$ cat config.mk
export PLATFORM = sky130hd
export DESIGN_NAME = rv32_exu_ctrl
export DESIGN_NICKNAME = d
export VERILOG_FILES = /design/src/hdl/rv32_exu_pkg.sv /design/src/hdl/rv32_exu_ctrl.sv
export SDC_FILE = /design/constraint.sdc
export NUM_CORES = 1
export LEC_CHECK = 0
export BUFFER_PORTS_ARGS = -buffer_cell sky130_fd_sc_hd__buf_2
export CORE_AREA = 2 2 39 41
export CTS_CLUSTER_DIAMETER = 120
export DETAILED_ROUTE_END_ITERATION = 10
export DIE_AREA = 0 0 41 43
export GPL_TIMING_DRIVEN = 0
export PLACE_DENSITY = 0.42
export SETUP_SLACK_MARGIN = 0.05
export SLEW_MARGIN = 20
export SYNTH_ARGS = -nofsm -noshare
export SYNTH_HDL_FRONTEND = slang
export SYNTH_SLANG_ARGS = --single-unit
$ cat constraint.sdc
create_clock -name clk_i -period 1.05 [get_ports clk_i]
set_input_delay 0.0525 -clock clk_i [delete_from_list [all_inputs] [get_ports clk_i]]
set_output_delay 0.0525 -clock clk_i [all_outputs]
set_load 0.005 [all_outputs]
$ cat src/hdl/rv32_exu_pkg.sv
// Shared types, opcodes and codes for the RV32 subset execute unit.
package rv32_exu_pkg;

  typedef struct packed {
    logic        command;
    logic [31:0] instruction;
    logic [31:0] read_data;
  } exu_in_t;

  typedef struct packed {
    logic [2:0]  status;
    logic [2:0]  bus_op;
    logic [31:0] bus_address;
    logic [31:0] bus_write_data;
    logic [31:0] next_pc;
    logic [4:0]  writeback_index;
    logic [31:0] writeback_value;
  } exu_out_t;

  localparam logic [6:0] OPC_AUIPC  = 7'h17;
  localparam logic [6:0] OPC_LUI    = 7'h37;
  localparam logic [6:0] OPC_JAL    = 7'h6F;
  localparam logic [6:0] OPC_JALR   = 7'h67;
  localparam logic [6:0] OPC_LOAD   = 7'h03;
  localparam logic [6:0] OPC_STORE  = 7'h23;
  localparam logic [6:0] OPC_FENCE  = 7'h0F;
  localparam logic [6:0] OPC_OPIMM  = 7'h13;
  localparam logic [6:0] OPC_BRANCH = 7'h63;
  localparam logic [6:0] OPC_OP     = 7'h33;
  localparam logic [6:0] OPC_AMO    = 7'h2F;

  localparam logic [2:0] ST_RETIRED  = 3'd0;
  localparam logic [2:0] ST_AWAIT    = 3'd1;
  localparam logic [2:0] ST_ILLEGAL  = 3'd2;
  localparam logic [2:0] ST_NOEXT    = 3'd3;
  localparam logic [2:0] ST_HALTED   = 3'd4;
  localparam logic [2:0] ST_UNEXPECT = 3'd5;

  localparam logic [2:0] BUS_NONE = 3'd0;
  localparam logic [2:0] BUS_RDBS = 3'd1;
  localparam logic [2:0] BUS_RDBU = 3'd2;
  localparam logic [2:0] BUS_RDW  = 3'd3;
  localparam logic [2:0] BUS_WRB  = 3'd4;
  localparam logic [2:0] BUS_WRW  = 3'd5;

  localparam logic [2:0] PK_NONE  = 3'd0;
  localparam logic [2:0] PK_LB    = 3'd1;
  localparam logic [2:0] PK_LBU   = 3'd2;
  localparam logic [2:0] PK_LW    = 3'd3;
  localparam logic [2:0] PK_AMOADD = 3'd4;
  localparam logic [2:0] PK_AMOOR = 3'd5;

  localparam logic CFG_START_PC = 1'b0;
  localparam logic CFG_MULDIV   = 1'b1;

  // Controller to datapath commands
  typedef struct packed {
    logic rf_read;    // register operands into the operand registers
    logic exec;       // evaluate and capture the result
    logic div_start;  // load the divider
    logic div_step;   // one restoring step
    logic div_done;   // write the quotient result
  } exu_cmd_t;

  // Datapath to controller status
  typedef struct packed {
    logic is_div;
    logic div_last;
  } exu_sts_t;

endpackage

$ cat src/hdl/rv32_exu_ctrl.sv
// Sequencing controller for the RV32 subset execute unit.
module rv32_exu_ctrl import rv32_exu_pkg::*; (
  input  logic     clk_i,
  input  logic     rst_ni,
  input  logic     in_valid_i,
  output logic     in_ready_o,
  input  logic     out_valid_i,
  input  logic     out_ready_i,
  input  exu_sts_t sts_i,
  output exu_cmd_t cmd_o,
  output logic     out_load_o,
  output logic     busy_o
);

  localparam logic [2:0] S_IDLE = 3'd0;
  localparam logic [2:0] S_READ = 3'd1;
  localparam logic [2:0] S_EXEC = 3'd2;
  localparam logic [2:0] S_DIV  = 3'd3;
  localparam logic [2:0] S_DFIN = 3'd4;

  logic [2:0] state_q, state_d;
  logic       out_free;

  // Output register can be refilled when empty or being drained
  assign out_free = !out_valid_i || out_ready_i;
  assign in_ready_o = (state_q == S_IDLE);
  assign busy_o = (state_q != S_IDLE);

  always_comb begin
    state_d = state_q;
    cmd_o = '0;
    out_load_o = 1'b0;
    case (state_q)
      S_IDLE: begin
        if (in_valid_i) begin
          cmd_o.rf_read = 1'b1;
          state_d = S_READ;
        end
      end
      S_READ: begin
        if (sts_i.is_div) begin
          cmd_o.div_start = 1'b1;
          state_d = S_DIV;
        end else begin
          state_d = S_EXEC;
        end
      end
      S_EXEC: begin
        if (out_free) begin
          cmd_o.exec = 1'b1;
          out_load_o = 1'b1;
          state_d = S_IDLE;
        end
      end
      S_DIV: begin
        cmd_o.div_step = 1'b1;
        if (sts_i.div_last) state_d = S_DFIN;
      end
      S_DFIN: begin
        if (out_free) begin
          cmd_o.div_done = 1'b1;
          out_load_o = 1'b1;
          state_d = S_IDLE;
        end
      end
      default: state_d = S_IDLE;
    endcase
  end

  // Advance the sequencer
  always_ff @(posedge clk_i or negedge rst_ni) begin
    if (!rst_ni) begin
      state_q <= S_IDLE;
    end else begin
      state_q <= state_d;
    end
  end

endmodule

==> impl_metrics.env <==
export IMPL_endpoint_kind="output port"
export IMPL_final_area_um2=486.7
export IMPL_routed_wl_um=651
export IMPL_slowest_delay_ns=0.36
export IMPL_clk_latency_ns=0.23
export IMPL_yosysUniqueCellTypes=22
export IMPL_cts_buffers=3
export IMPL_ir_worst_vdd_uv=772.7
export IMPL_cts_path_max_buffers=2
export IMPL_async_flop_share_pct=100.0
export IMPL_dr_pass1_iters=3
export IMPL_setup_tns_ns=-0.8538
export IMPL_gp_congestion=0.6251
export IMPL_setup_viol=9
export IMPL_grt_start_max_net_pins=10
export IMPL_clock_sinks=3
export IMPL_synth_area_um2=286.5
export IMPL_grt_overflow_total=0
export IMPL_min_path_type="primary input to flop"
export IMPL_cts_htree_levels=1
export IMPL_fin_skew_ns=0.0008149
export IMPL_n_fill_cell=149
export IMPL_clock_fmax_ghz=0.8322
export IMPL_ys_warn_count=0
export IMPL_tightestPinTransition_ns=0.1878
export IMPL_status="complete, but fails checks"
export IMPL_crit_required_ns=1.00
export IMPL_grt_pass1_wl_um=986
export IMPL_num_vias=293
export IMPL_cts_tree="yes"
export IMPL_start_util_pct=20.71
export IMPL_syn_avg_cell_area_um2=9.551
export IMPL_synth_seq_cells=3
export IMPL_rsz0062_at_grt="true"
export IMPL_grtUsageTotal_pct=8.258
export IMPL_routed_via_density=4.069
export IMPL_drcViolationCount=0
export IMPL_synthesis_nets=37
export IMPL_clk_pin_slew_worst_paths_ns=0.03
export IMPL_yosysTopAreaCellShare_pct=26.20
export IMPL_timing_final_ws_setup_ns=-0.1516
export IMPL_grt_pass1_vias=250
export IMPL_power_leakage_nw=0.2371
export IMPL_rows=14
export IMPL_maxCapViolCount=0
export IMPL_wire_per_inst_um=9.042
export IMPL_relSlewSlack_pct=87.37
export IMPL_drv_slew=0
export IMPL_reg_top3="state_q (3)"
export IMPL_crit_family="flip-flops"
export IMPL_regMostFlops="state_q"
export IMPL_synthToLayoutAreaGrowth_pct=69.87
export IMPL_failed_checks="setup timing"
export IMPL_antenna_left=0
export IMPL_ys_seq_area_share_pct=26.20
export IMPL_n_antenna_cell=0
export IMPL_num_nets_final=64
export IMPL_io_buffers=14
export IMPL_r2r_cells=5
export IMPL_ioPinCount=15
export IMPL_period_minus_slack_ns=1.202
export IMPL_critical_path_depth=4
export IMPL_critPathBufInv=2
export IMPL_drive_gt1_share_pct=67.86
export IMPL_coreArea_um2=1384
export IMPL_clock_root_buffer="clkbuf_4"
export IMPL_synth_edf_count=0
export IMPL_worstSetupPathType="flop to output port"
export IMPL_synthTopCellsByArea="dfrtp_1, a211oi_2, buf_6, nor3_4, nand2b_4"
export IMPL_critPathArrivalTime_ns=1.15
export IMPL_path_cells="buf_6 > nor3_4 > and2_1 > buf_2"
export IMPL_die_width_um=41
export IMPL_dieArea_um2=1763
export IMPL_drtIter0Drc=2
export IMPL_largest_reg_flops=3
export IMPL_start_kind="flop"
export IMPL_synthTopCellsByCount="dfrtp_1, nand2_1, nor2_1, a211oi_2, buf_6"
export IMPL_antenna_found_initial=0
export IMPL_synth_ff_type="dfrtp_1"
export IMPL_pwr_density_cell_nw_per_um2=2825
export IMPL_die_h_um=43
export IMPL_path_max_fanout=5
export IMPL_slowest_stage="dfrtp_1"
export IMPL_final_period_utilization_pct=114.4
export IMPL_postPlaceCellArea_um2=376.6
export IMPL_synthCells=30
export IMPL_synth_largest_area_cell="dfrtp_1"
export IMPL_place_hpwl_um=411.3
export IMPL_hold_depth=3
export IMPL_hold_viol=0
## per-stage QoR
step	util [%]	power, mW	cells	setup slack (ns)	hold slack (ns)
4_1_cts	32.55	1.251	69	-0.1676	0.1093
6_report	35.17	1.375	72	-0.1516	0.09394
3_5_place_dp	27.22	0.9245	60	0.05697	-0.1494
3_3_place_gp	27.22	0.9336	60	0.05268	-0.1486
2_1_floorplan	-	0.7388	30	0.1496	-0.2431
5_1_grt	35.17	1.497	72	-0.2276	0.09725
## final timing paths
path                                         from                endpoint  slack, ns
min reg2reg                state_q[2]$_DFFE_PN0P_  state_q[1]$_DFFE_PN0P_       0.66
min in group asynchronous                  rst_ni  state_q[1]$_DFFE_PN0P_       0.14
max reg2reg                state_q[1]$_DFFE_PN0P_  state_q[0]$_DFFE_PN0P_      -0.02
max                        state_q[2]$_DFFE_PN0P_                cmd_o[4]      -0.15
min                                      sts_i[0]  state_q[2]$_DFFE_PN0P_       0.09
max in group asynchronous                  rst_ni  state_q[2]$_DFFE_PN0P_       0.80
## worst min-delay path: cells and delay by family
kind,cells,cell delay [ns]
simple gates,1,0.06
buf+inv,1,0.11
compound gates,1,0.06
## cell families (layout without fill, tap and decap cells)
kind of cell | count (synthesis) | after routing | synth area share, %
and+or+nand+nor | 17 | 17 | 45.41
buffers and inverters | 5 | 31 | 13.10
AOI/OAI and AO/OA | 4 | 4 | 12.22
DFF | 3 | 3 | 26.20
xor gates and xnor gates | 1 | 1 | 3.057
## layer usage
layer / global-route usage (%) / part of all wire [%] / vias to the layer above
met5: 0 / 0 / -
met4: 6.000 / 2.6 / 0
met3: 0.5236 / 8.0 / 2
met2: 12.81 / 45 / 13
met1: 10.06 / 44 / 128
li1: - / - / 150
## power by group
part	internal, mW	total [mW]	switching, mW	leakage (nW)
Combinational	0.536	0.985	0.448	0.184
Sequential	0.164	0.190	0.0259	0.0381
Clock	0.142	0.200	0.0578	0.0150
## cell usage in the layout (no fill, tap or decap), types with 2 or more instances in the layout
cell type / count
buf_2: 15
buf_6: 5
buf_4: 4
clkbuf_4: 3
dfrtp_1: 3
nor2_1: 2
nand2_1: 2
## what timing repair did
item                                    4_1_cts  5_1_grt
pin swaps                                     4        4
endpoints found under the setup margin        8       11
gates cloned                                  0        1
hold endpoints to repair                      3        0
gates resized for setup                       2        5
setup buffers                                 4        2
hold buffers                                  1        0
## layout make-up
cell class / count / area [µm²] / share of cell area [%]
Inverter: 2 / 7.507 / 1.542
Sequential cell: 3 / 75.07 / 15.42
Multi-Input combinational cell: 22 / 186.4 / 38.30
Tap cell: 16 / 20.02 / 4.113
Timing Repair Buffer: 22 / 137.6 / 28.28
Clock buffer: 4 / 26.28 / 5.398
Buffer: 3 / 33.78 / 6.941
(Power assumes the default switching activity.)
